File: src/design/ptm_pkg.sv
// shared types and constants of the polyphonic triangle mixer
// note step table, lane value width and the control bundle to the merge stage
// no dependencies
package ptm_pkg;

  localparam int unsigned MAX_NOTES = 12;
  localparam int unsigned TRI_W     = 9;
  localparam int unsigned PHASE_W   = 32;
  localparam int unsigned KEY_W     = 12;
  localparam int unsigned VOL_W     = 4;
  localparam int unsigned SAMPLE_W  = 8;

  typedef struct packed {
    logic load_grp;
    logic load_tot;
  } ptm_ctl_t;

  function automatic logic [PHASE_W-1:0] note_step(input int unsigned idx);
    logic [PHASE_W-1:0] step;
    case (idx)
      0:       step = 32'd51076057;
      1:       step = 32'd54113197;
      2:       step = 32'd57330935;
      3:       step = 32'd60740010;
      4:       step = 32'd64351799;
      5:       step = 32'd68178356;
      6:       step = 32'd72232452;
      7:       step = 32'd76527617;
      8:       step = 32'd81078186;
      9:       step = 32'd85899346;
      10:      step = 32'd91007187;
      11:      step = 32'd96418756;
      default: step = '0;
    endcase
    return step;
  endfunction

endpackage

File: src/design/ptm_lane.sv
// one voice lane: phase accumulator with fixed step and triangle shaper
// depends on ptm_pkg
module ptm_lane #(
  parameter logic [31:0] STEP = 32'd51076057
) (
  input  logic                               clk,
  input  logic                               rst_n,
  input  logic                               advance,
  output logic signed [ptm_pkg::TRI_W-1:0]   tri_o
);
  import ptm_pkg::*;

  logic [PHASE_W-1:0] phase_r;
  logic [PHASE_W-1:0] phase_nxt;
  logic [7:0]         x;
  logic [7:0]         t;

  always_comb begin
    phase_nxt = phase_r;
    if (advance) begin
      phase_nxt = phase_r + STEP;
    end
  end

  always_ff @(posedge clk) begin
    if (!rst_n) begin
      phase_r <= '0;
    end else begin
      phase_r <= phase_nxt;
    end
  end

  assign x     = phase_r[PHASE_W-1 -: 8];
  assign t     = x[7] ? ~x : x;
  assign tri_o = $signed({1'b0, t[6:0], 1'b0}) - $signed(TRI_W'(128));

endmodule

File: src/design/ptm_merge.sv
// merge stage: sums the sounding lanes through a two-level registered tree
// and counts the voices; depends on ptm_pkg
module ptm_merge #(
  parameter int unsigned LANES = 24,
  parameter int unsigned SUM_W = 13,
  parameter int unsigned CNT_W = 5
) (
  input  logic                              clk,
  input  ptm_pkg::ptm_ctl_t                 ctl,
  input  logic signed [ptm_pkg::TRI_W-1:0]  lane_tri [LANES],
  input  logic [LANES-1:0]                  mask,
  output logic signed [SUM_W-1:0]           sum_o,
  output logic [CNT_W-1:0]                  cnt_o
);
  import ptm_pkg::*;

  localparam int unsigned GRP   = (LANES + 3) / 4;
  localparam int unsigned GRP_W = TRI_W + 2;

  logic signed [GRP_W-1:0] grp_r   [GRP];
  logic signed [GRP_W-1:0] grp_nxt [GRP];
  logic signed [SUM_W-1:0] sum_r;
  logic signed [SUM_W-1:0] sum_nxt;
  logic [CNT_W-1:0]        cnt_r;

  always_comb begin
    for (int g = 0; g < GRP; g++) begin
      grp_nxt[g] = '0;
      for (int k = 0; k < 4; k++) begin
        if (g * 4 + k < LANES) begin
          if (mask[g * 4 + k]) begin
            grp_nxt[g] = grp_nxt[g] + GRP_W'(lane_tri[g * 4 + k]);
          end
        end
      end
    end
  end

  always_comb begin
    sum_nxt = '0;
    for (int g = 0; g < GRP; g++) begin
      sum_nxt = sum_nxt + SUM_W'(grp_r[g]);
    end
  end

  always_ff @(posedge clk) begin
    if (ctl.load_grp) begin
      grp_r <= grp_nxt;
    end
    if (ctl.load_tot) begin
      sum_r <= sum_nxt;
      cnt_r <= CNT_W'($countones(mask));
    end
  end

  assign sum_o = sum_r;
  assign cnt_o = cnt_r;

endmodule

File: src/design/ptm_div.sv
// iterative signed divider, one quotient bit per cycle, truncating toward zero
// no dependencies
module ptm_div #(
  parameter int unsigned SUM_W = 13,
  parameter int unsigned CNT_W = 5
) (
  input  logic                    clk,
  input  logic                    rst_n,
  input  logic                    start,
  input  logic signed [SUM_W-1:0] dividend,
  input  logic [CNT_W-1:0]        divisor,
  output logic signed [SUM_W-1:0] quot,
  output logic                    done
);

  localparam int unsigned CW = (SUM_W > 1) ? $clog2(SUM_W) : 1;

  logic             busy_r;
  logic             done_r;
  logic [CW-1:0]    cnt_r;
  logic             neg_r;
  logic [CNT_W-1:0] div_r;
  logic [CNT_W:0]   rem_r;
  logic [CNT_W:0]   rem_nxt;
  logic [SUM_W-1:0] quo_r;
  logic [SUM_W-1:0] quo_nxt;
  logic [CNT_W:0]   rem_sh;
  logic [SUM_W-1:0] mag;

  assign mag    = dividend[SUM_W-1] ? SUM_W'(-dividend) : SUM_W'(dividend);
  assign rem_sh = {rem_r[CNT_W-1:0], quo_r[SUM_W-1]};

  always_comb begin
    if (rem_sh >= {1'b0, div_r}) begin
      rem_nxt = rem_sh - {1'b0, div_r};
      quo_nxt = {quo_r[SUM_W-2:0], 1'b1};
    end else begin
      rem_nxt = rem_sh;
      quo_nxt = {quo_r[SUM_W-2:0], 1'b0};
    end
  end

  always_ff @(posedge clk) begin
    if (!rst_n) begin
      busy_r <= 1'b0;
      done_r <= 1'b0;
      cnt_r  <= '0;
    end else begin
      done_r <= 1'b0;
      if (start) begin
        busy_r <= 1'b1;
        cnt_r  <= '0;
      end else if (busy_r) begin
        cnt_r <= cnt_r + 1'b1;
        if (cnt_r == CW'(SUM_W - 1)) begin
          busy_r <= 1'b0;
          done_r <= 1'b1;
        end
      end
    end
  end

  always_ff @(posedge clk) begin
    if (start) begin
      neg_r <= dividend[SUM_W-1];
      div_r <= divisor;
      rem_r <= '0;
      quo_r <= mag;
    end else if (busy_r) begin
      rem_r <= rem_nxt;
      quo_r <= quo_nxt;
    end
  end

  assign quot = neg_r ? -$signed(quo_r) : $signed(quo_r);
  assign done = done_r;

endmodule

File: src/design/polyphonic_triangle_mixer_top.sv
// top level of the polyphonic triangle mixer: lanes, merge, divider, output stage
// depends on ptm_pkg, ptm_lane, ptm_merge, ptm_div
//
// One input beat is one sample tick and yields one output beat. Each key bit
// drives its own lane (local notes, then remote notes), so the phase
// accumulators of the set key bits advance in the accept cycle; the merge tree
// then registers the group sums and the total, and the voice-count divider
// works through the bits of the sum before the result is registered in the
// output stage. The divider loop is the longest of these steps. A new tick is
// taken as soon as the previous one has reached the output register, even
// while that result still waits for out_tready.
module polyphonic_triangle_mixer_top #(
  parameter int unsigned NOTE_COUNT = 12
) (
  input  logic        clk,
  input  logic        rst_n,
  input  logic        in_tvalid,
  output logic        in_tready,
  input  logic [31:0] in_tdata,   // local_keys[11:0], remote_keys[23:12], volume[27:24]
  output logic        out_tvalid,
  input  logic        out_tready,
  output logic [7:0]  out_tdata   // sample[7:0]
);
  import ptm_pkg::*;

  localparam int unsigned LANES = 2 * NOTE_COUNT;
  localparam int unsigned CNT_W = $clog2(LANES + 1);
  localparam int unsigned SUM_W = $clog2(128 * LANES + 1) + 1;

  typedef enum logic [5:0] {
    S_IDLE   = 6'b000001,
    S_GRP    = 6'b000010,
    S_TOT    = 6'b000100,
    S_DSTART = 6'b001000,
    S_DWAIT  = 6'b010000,
    S_FIN    = 6'b100000
  } state_t;

  state_t                  state_r;
  state_t                  state_nxt;
  logic                    in_acc;
  logic                    out_free;
  logic [LANES-1:0]        keys_all;
  logic [LANES-1:0]        key_r;
  logic [VOL_W-1:0]        vol_r;
  logic signed [TRI_W-1:0] lane_tri [LANES];
  ptm_ctl_t                ctl;
  logic signed [SUM_W-1:0] sum;
  logic [CNT_W-1:0]        cnt;
  logic signed [SUM_W-1:0] quot;
  logic                    div_done;
  logic                    out_tvalid_r;
  logic [SAMPLE_W-1:0]     sample_r;
  logic [SAMPLE_W-1:0]     sample_nxt;
  logic signed [TRI_W-1:0] mix;
  logic signed [TRI_W-1:0] mix_sh;
  logic [3:0]              sh;
  logic signed [TRI_W:0]   res;

  assign in_tready = (state_r == S_IDLE);
  assign in_acc    = in_tvalid && in_tready;
  assign out_free  = !out_tvalid_r || out_tready;
  assign keys_all  = {in_tdata[KEY_W +: NOTE_COUNT], in_tdata[0 +: NOTE_COUNT]};

  for (genvar i = 0; i < LANES; i++) begin : g_lane
    ptm_lane #(
      .STEP(ptm_pkg::note_step(i % NOTE_COUNT))
    ) u_lane (
      .clk    (clk),
      .rst_n  (rst_n),
      .advance(in_acc && keys_all[i]),
      .tri_o  (lane_tri[i])
    );
  end

  assign ctl.load_grp = (state_r == S_GRP);
  assign ctl.load_tot = (state_r == S_TOT);

  ptm_merge #(
    .LANES(LANES),
    .SUM_W(SUM_W),
    .CNT_W(CNT_W)
  ) u_merge (
    .clk     (clk),
    .ctl     (ctl),
    .lane_tri(lane_tri),
    .mask    (key_r),
    .sum_o   (sum),
    .cnt_o   (cnt)
  );

  ptm_div #(
    .SUM_W(SUM_W),
    .CNT_W(CNT_W)
  ) u_div (
    .clk     (clk),
    .rst_n   (rst_n),
    .start   (state_r == S_DSTART),
    .dividend(sum),
    .divisor (cnt),
    .quot    (quot),
    .done    (div_done)
  );

  always_comb begin
    state_nxt = state_r;
    unique case (state_r)
      S_IDLE:   if (in_acc) state_nxt = S_GRP;
      S_GRP:    state_nxt = S_TOT;
      S_TOT:    state_nxt = S_DSTART;
      S_DSTART: state_nxt = S_DWAIT;
      S_DWAIT:  if (div_done) state_nxt = S_FIN;
      S_FIN:    if (out_free) state_nxt = S_IDLE;
      default:  state_nxt = S_IDLE;
    endcase
  end

  always_comb begin
    mix    = quot[TRI_W-1:0];
    sh     = (vol_r >= 4'd8) ? 4'd0 : (4'd8 - vol_r);
    mix_sh = mix >>> sh;
    res    = (TRI_W + 1)'(mix_sh) + $signed((TRI_W + 1)'(128));
    if (cnt == '0) begin
      sample_nxt = SAMPLE_W'(128);
    end else if (res < 0) begin
      sample_nxt = '0;
    end else if (res > $signed((TRI_W + 1)'(255))) begin
      sample_nxt = '1;
    end else begin
      sample_nxt = res[SAMPLE_W-1:0];
    end
  end

  always_ff @(posedge clk) begin
    if (!rst_n) begin
      state_r      <= S_IDLE;
      out_tvalid_r <= 1'b0;
    end else begin
      state_r <= state_nxt;
      if (state_r == S_FIN && out_free) begin
        out_tvalid_r <= 1'b1;
      end else if (out_tready) begin
        out_tvalid_r <= 1'b0;
      end
    end
  end

  always_ff @(posedge clk) begin
    if (in_acc) begin
      key_r <= keys_all;
      vol_r <= in_tdata[2 * KEY_W +: VOL_W];
    end
    if (state_r == S_FIN && out_free) begin
      sample_r <= sample_nxt;
    end
  end

  assign out_tvalid = out_tvalid_r;
  assign out_tdata  = sample_r;

  a_accept_to_grp: assert property (@(posedge clk) disable iff (!rst_n)
    in_acc |=> state_r == S_GRP)
    else $error("accepted beat did not enter the merge stage");

  a_done_in_wait: assert property (@(posedge clk) disable iff (!rst_n)
    div_done |-> state_r == S_DWAIT)
    else $error("divider finished outside of its wait state");

  a_fin_delivers: assert property (@(posedge clk) disable iff (!rst_n)
    (state_r == S_FIN && out_free) |=> out_tvalid && state_r == S_IDLE)
    else $error("finished result not presented");

  a_count_bound: assert property (@(posedge clk) disable iff (!rst_n)
    (state_r == S_DSTART) |-> cnt <= CNT_W'(LANES))
    else $error("voice count exceeds lane count");

endmodule
File: config.mk
export PLATFORM = sky130hd
export DESIGN_NAME = polyphonic_triangle_mixer_top
export DESIGN_NICKNAME = d
export VERILOG_FILES = /design/src/design/ptm_pkg.sv /design/src/design/ptm_lane.sv /design/src/design/ptm_merge.sv /design/src/design/ptm_div.sv /design/src/design/polyphonic_triangle_mixer_top.sv
export SDC_FILE = /design/constraint.sdc
export NUM_CORES = 2
export LEC_CHECK = 0
export ABC_AREA = 0
export BUFFER_PORTS_ARGS = -buffer_cell sky130_fd_sc_hd__buf_4
export CORE_UTILIZATION = 60
export CTS_CLUSTER_SIZE = 10
export DETAILED_ROUTE_END_ITERATION = 10
export PLACE_DENSITY_LB_ADDON = 0.05
export SLEW_MARGIN = 20
export SYNTH_ARGS = -nofsm -noshare
export SYNTH_HDL_FRONTEND = slang
export SYNTH_SLANG_ARGS = --single-unit
File: constraint.sdc
create_clock -name clk -period 9.7 [get_ports clk]
set_clock_uncertainty 0.05 [all_clocks]
set_input_delay 0.485 -clock clk [delete_from_list [all_inputs] [get_ports clk]]
set_output_delay 0.485 -clock clk [all_outputs]
set_load 0.01 [all_outputs]
== After elaboration in Yosys (flattened, before gate mapping) ==
Index checks and enable logic that the tools add are counted.
W data, S select, Z words.

* Word-level logic and storage cells: 288
* Memory bits (read-only): 0
* Bits in registers: 925
* Output and inout port bits: 10
* Latch bits: 0
* Memories: 0
* RAM bits: 0

* Multipliers: 0
* Div/mod/pow operators: 0
* Add/sub/neg operators: 100
* Equal/unequal tests: 10
* Bitwise operators: 26
* Order comparisons: 4
* Muxes and demuxes: 67
* Shift operators: 1
* Reduce and logical (&&, ||, !) cells: 35

{| class="wikitable"
|+ Operator list
! operator !! count
|-
| $add A32 B27 Y32 const B || 14
|-
| $add A32 B26 Y32 const B || 10
|-
| $mux W11 || 24
|-
| $sub A8 B8 Y9 const B || 24
|-
| $add A11 B9 Y11 || 18
|-
| $mux W7 || 24
|-
| $not A7 Y7 || 24
|-
| $add A5 B5 Y5 || 11
|-
| $add A13 B11 Y13 || 3
|-
| $mux W13 || 3
|-
| $pmux W6 S6 || 1
|-
| $logic_and A1 B1 Y1 || 26
|-
| $add A1 B1 Y2 || 12
|-
| $mux W6 || 3
|-
| $mux W8 || 2
|-
| $add A12 B11 Y13 || 1
|-
| $neg A13 Y13 || 1
|-
| $add A11 B11 Y12 || 1
|-
| $add A9 B9 Y10 const B || 1
|-
| $gt A10 B9 Y1 const B || 1
|-
| $lt A10 B1 Y1 const B || 1
|-
| $mux W9 || 1
|-
| $neg A9 Y9 || 1
|-
| $sshr A9 B4 Y9 || 1
|-
| 25 further kinds || 35
|}

== Longest topological paths before layout ==
* Depth in word-level cells: 10
* Mapped depth: 25

== Hierarchy ==
A second synthesis with hierarchy kept.

* Cell total of the unflattened synthesis: 7584
* Area total of the unflattened synthesis: 64317.9 sq um

{| class="wikitable"
|+ Modules (own cells, without submodules)
! module !! times used !! cells each !! sequential area each (sq um) !! area an instance (sq um)
|-
| ptm_merge || 1 || 1840 || 2522.4 || 15424.8
|-
| ptm_lane (g_lane[0].u_lane ...) || 2 || 246 || 640.6 || 2005.7
|-
| ptm_lane (g_lane[10].u_lane ...) || 2 || 238 || 640.6 || 1966.9
|-
| ptm_lane (g_lane[13].u_lane ...) || 2 || 230 || 640.6 || 1964.4
|-
| ptm_lane (g_lane[16].u_lane ...) || 2 || 234 || 640.6 || 1886.8
|-
| ptm_lane (g_lane[11].u_lane ...) || 2 || 228 || 600.6 || 1875.5
|-
| ptm_lane (g_lane[14].u_lane ...) || 2 || 226 || 640.6 || 1840.5
|-
| ptm_lane (g_lane[21].u_lane ...) || 2 || 221 || 620.6 || 1834.3
|-
| ptm_lane (g_lane[15].u_lane ...) || 2 || 227 || 620.6 || 1831.8
|-
| ptm_lane (g_lane[19].u_lane ...) || 2 || 216 || 640.6 || 1823.0
|-
| ptm_lane (g_lane[20].u_lane ...) || 2 || 204 || 620.6 || 1774.2
|-
| ptm_lane (g_lane[18].u_lane ...) || 2 || 202 || 600.6 || 1769.2
|-
| ptm_lane (g_lane[17].u_lane ...) || 2 || 202 || 600.6 || 1756.7
|-
| polyphonic_triangle_mixer_top || 1 || 185 || 1221.2 || 2244.7
|-
| ptm_div || 1 || 211 || 790.8 || 1990.7
|}

== Worst setup path before layout ==
No wires, ideal clock.

* Path type: register to register
* From: reg state_r[2]
* To: reg u_merge.grp_r[10] in the netlist's numbering (enable)
* Arrival time: 5.036 ns
* Stages on the path, launching flop included: 3
* Required time: 9.096 ns
* Slack: 4.061 ns
* Period minus slack after synthesis: 5.639 ns
* Cells stage by stage: dfxtp_1 or4_4 nor3_1

* Longest elaborated chain between the ends: 1

{| class="wikitable"
|+ RTL lines
! item !! RTL line !! source
|-
| start, declared || polyphonic_triangle_mixer_top.sv:39 || <nowiki>state_t state_r;</nowiki>
|-
| start signal, assigned || polyphonic_triangle_mixer_top.sv:139 || <nowiki>state_r <= state_nxt;</nowiki>
|-
| $eq A6 B2 Y1 || polyphonic_triangle_mixer_top.sv:76 || <nowiki>assign ctl.load_grp = (state_r == S_GRP);</nowiki>
|-
| end signal, assigned || ptm_merge.sv:48 || <nowiki>grp_r <= grp_nxt;</nowiki>
|-
| end, declared || ptm_merge.sv:20 || <nowiki>logic signed [GRP_W-1:0] grp_r [GRP];</nowiki>
|}

No other way between the ends.
A chain may end at the register's enable or synchronous reset.

==> impl_metrics.json <==
{
  "status": "finished, final reports clean",
  "drive_above_1_share_pct": 4.781,
  "drv_cap": 0,
  "io_buffers": 41,
  "crit_path_start": "g_lane[16].u_lane.phase_r[31]",
  "clkPwrFrac_pct": 25.1,
  "coreArea_um2": 88240,
  "grt_pass1_vias": 39090,
  "worst_pin_slew_ns": 1.124,
  "ys_types": 89,
  "synth_edf_count": 132,
  "diodes": 0,
  "p_leak_nw": 23.08,
  "syn_nets": 6569,
  "crit_path_end_kind": "flop",
  "antenna_found_initial": 1,
  "critical_path_arrival_ns": 6.04,
  "power_frac_comb_pct": 39.1,
  "setup_viol": 0,
  "cts_made_buffers": 105,
  "final_common_cell": "nor2_1",
  "clockBufferDepth": 3,
  "rows": 109,
  "netlist_instances": 6241,
  "synth-main-ff-cell": "dfxtp_1",
  "min_period_ns": 5.673,
  "r2r_cells": 21,
  "p_sw_mw": 5.325,
  "grt-ovfl-total": 0,
  "fin_cells": 7398,
  "timing.final.ws_setup_ns": 4.027,
  "crit_required_ns": 10.07,
  "setup_tns_ns": 0,
  "start_kind": "flop",
  "hold_path.startpoint": "out_tready",
  "wl_um": 110300,
  "rr_startpoint": "g_lane[16].u_lane.phase_r[31]",
  "powerDensity_nw_per_um2": 249.7,
  "seq_area_frac_synth_pct": 36.21,
  "fillerInstances": 7505,
  "syn_area_um2": 53410,
  "worstHoldPathCells": 3,
  "fmax_ghz": 0.1763,
  "grtUsageTotal_pct": 24.31,
  "cts_tree": "done",
  "root_buffer": "clkbuf_16",
  "path_max_fanout": 8,
  "nNetsFinal": 6500,
  "wl_per_cell_um": 14.91,
  "dr.pass1.iters": 6,
  "drv_slew": 0,
  "dp_cells": 7202,
  "grt_pass1_wl_um": 186700,
  "viasPerCell": 5.686,
  "final_area_um2": 57660,
  "gp_congestion": 0.8556,
  "ios": 46,
  "start_util_pct": 60.53,
  "layout_worst_path_cycle_share_pct": 58.49,
  "slew_headroom_pct": 24.36,
  "p_int_mw": 9.071,
  "postRouteAntennaNets": 0,
  "hold_viol_final": 0,
  "drc": 0,
  "clkTransAtPathRegs_ns": 0.05,
  "p_seq_share_pct": 35.9,
  "die_w_um": 300.4,
  "peakVddDrop_uv": 348.4,
  "yosysWarnings": 0,
  "placed_cell_area_um2": 54300,
  "async_reset_ff_share_pct": 0,
  "dieArea_um2": 90210,
  "avgSynthCellArea_um2": 8.558,
  "path_class": "flop to flop",
  "final_cell_mix": "781 x nor2_1, 768 x dfxtp_1, 492 x nand2_1",
  "area_growth_pct": 7.963,
  "clock-sinks": 900,
  "via_count": 42070,
  "drtIter0Drc": 2460,
  "rsz0062_at_grt": "no",
  "die-height_um": 300.4,
  "sw_frac_of_total_pct": 36.99,
  "hp-class": "input pin to flop",
  "cts_resized": 0,
  "clock_latency_ns": 0.69,
  "ys_ff_latch": 900,
  "post-place-ws_ns": 4.087,
  "dp_hpwl_um": 76200,
  "grt_max_degree": 172,
  "h-tree-depth": 3
}
[power groups by stage]
stage / clock network, mW / logic [mW] / registers [mW]
5_1_grt: 3.85 / 6.37 / 5.25
3_3_place_gp: 0 / 5.44 / 5.21
2_1_floorplan: 0 / 4.51 / 4.99
3_5_place_dp: 0 / 5.57 / 5.23
4_1_cts: 3.71 / 5.64 / 5.16
6_report: 3.61 / 5.62 / 5.16
[synthesized netlist by cell type, types with 37 or more instances]
library cell  count  area (µm²)
and3_1           44       275.3
xnor2_1         412        3608
ha_1            213        2665
a21o_1           85       638.1
clkbuf_1        214       803.3
and2_1           84       525.5
nand4_1          72       450.4
a211oi_1         70       525.5
nor2b_1          37       231.5
mux2i_1          86       860.8
mux2_2           60       675.7
nand2_1         492        1847
nor3_1          122       610.6
nor4_1           57       356.6
or3_1           141       882.1
or4_1            40       300.3
a21oi_1         405        2027
nand3_1         160       800.8
fa_1             79        1582
edfxtp_1        132        3964
o21a_1           48       360.4
nand2b_1         69       431.7
o31ai_1          56       420.4
nor2_1          781        2932
o21ai_0         352        1762
a31oi_1          49       306.5
xor2_1          413        3617
inv_1           242       908.4
dfxtp_1         768       15370
[stage by stage]
step           utilization (%)  hold slack [ns]  total power, mW
2_1_floorplan                -           0.3669            9.498
5_1_grt                  65.35           0.1144            15.47
3_5_place_dp             61.54           0.3765            10.79
3_3_place_gp             61.54           0.3774            10.66
4_1_cts                  65.35          0.07951            14.50
6_report                 65.35           0.1272            14.40
[repair_timing]
item,CTS,global route
hold endpoints to repair,28,0
setup endpoints to repair,0,0
hold buffers,28,0
setup buffers,0,0
[worst paths after layout]
kind | end | slack [ns]
worst max-delay path | u_merge.grp_r[21] | 4.03
worst min-delay path | out_tvalid | 0.13
worst max register to register | u_merge.grp_r[21] | 4.03
worst min register to register | u_div.div_r[2] | 0.39
[kinds of logic (layout without fill, tap and decap cells)]
kind of cell    Yosys count  in the layout  share of synthesized area, %
mux                     146            146                         2.877
xor+xnor                829            829                         13.70
simple gates           2234           2234                         20.11
compound gates         1334           1334                         15.49
buf+inv                 506            498                         3.657
fa+ha+maj               292            292                         7.951
flops                   900            900                         36.21
[final cells by class]
cell class / count / area [µm²] / share of cell area (%)
clock buffer: 158 / 2979 / 5.167
clock inverter: 10 / 98.84 / 0.1714
inverter: 245 / 927.1 / 1.608
multi-input combinational: 4835 / 32130 / 55.73
sequential: 900 / 19340 / 33.54
tap: 1165 / 1458 / 2.528
timing repair buffer: 85 / 724.4 / 1.256
[routing by layer]
metal	global-route usage (%)	vias to the layer above	routed length [µm]
met5	0	-	11
met4	5.977	2	2126
met3	3.403	147	3973
met2	39.30	571	49530
met1	34.14	19710	54700
li1	-	21640	-
[critical path: stages, from the launching register on]
cell and delay [ns]:
dfxtp_1 0.55, xor2_1 0.12, and2_1 0.18, ha_1 0.22, fa_1 0.41, a21o_1 0.19, a21o_1 0.20, a21o_1 0.19
a2111oi_0 0.39, a211oi_1 0.13, ha_1 0.23, o41ai_1 0.57, xnor2_1 0.18, nand2_1 0.07, o21ai_0 0.14, ha_1 0.32
a21oi_1 0.25, nor2b_1 0.08, a311o_1 0.33, xor2_1 0.13, nand2_1 0.08, xnor3_1 0.35
[sequential cells by signal (all words and copies together) (netlist names), 4 cells and up]
name,flops
g_lane.u_lane.phase_r,750
u_merge.grp_r,60
key_r,24
u_div.quo_r,13
u_merge.sum_o,12
out_tdata,8
state_r,6
u_div.div_r,5
u_div.rem_r,5
u_merge.cnt_o,5
u_div.cnt_r,4
vol_r,4
No activity file was read; power rests on OpenSTA's default activity.
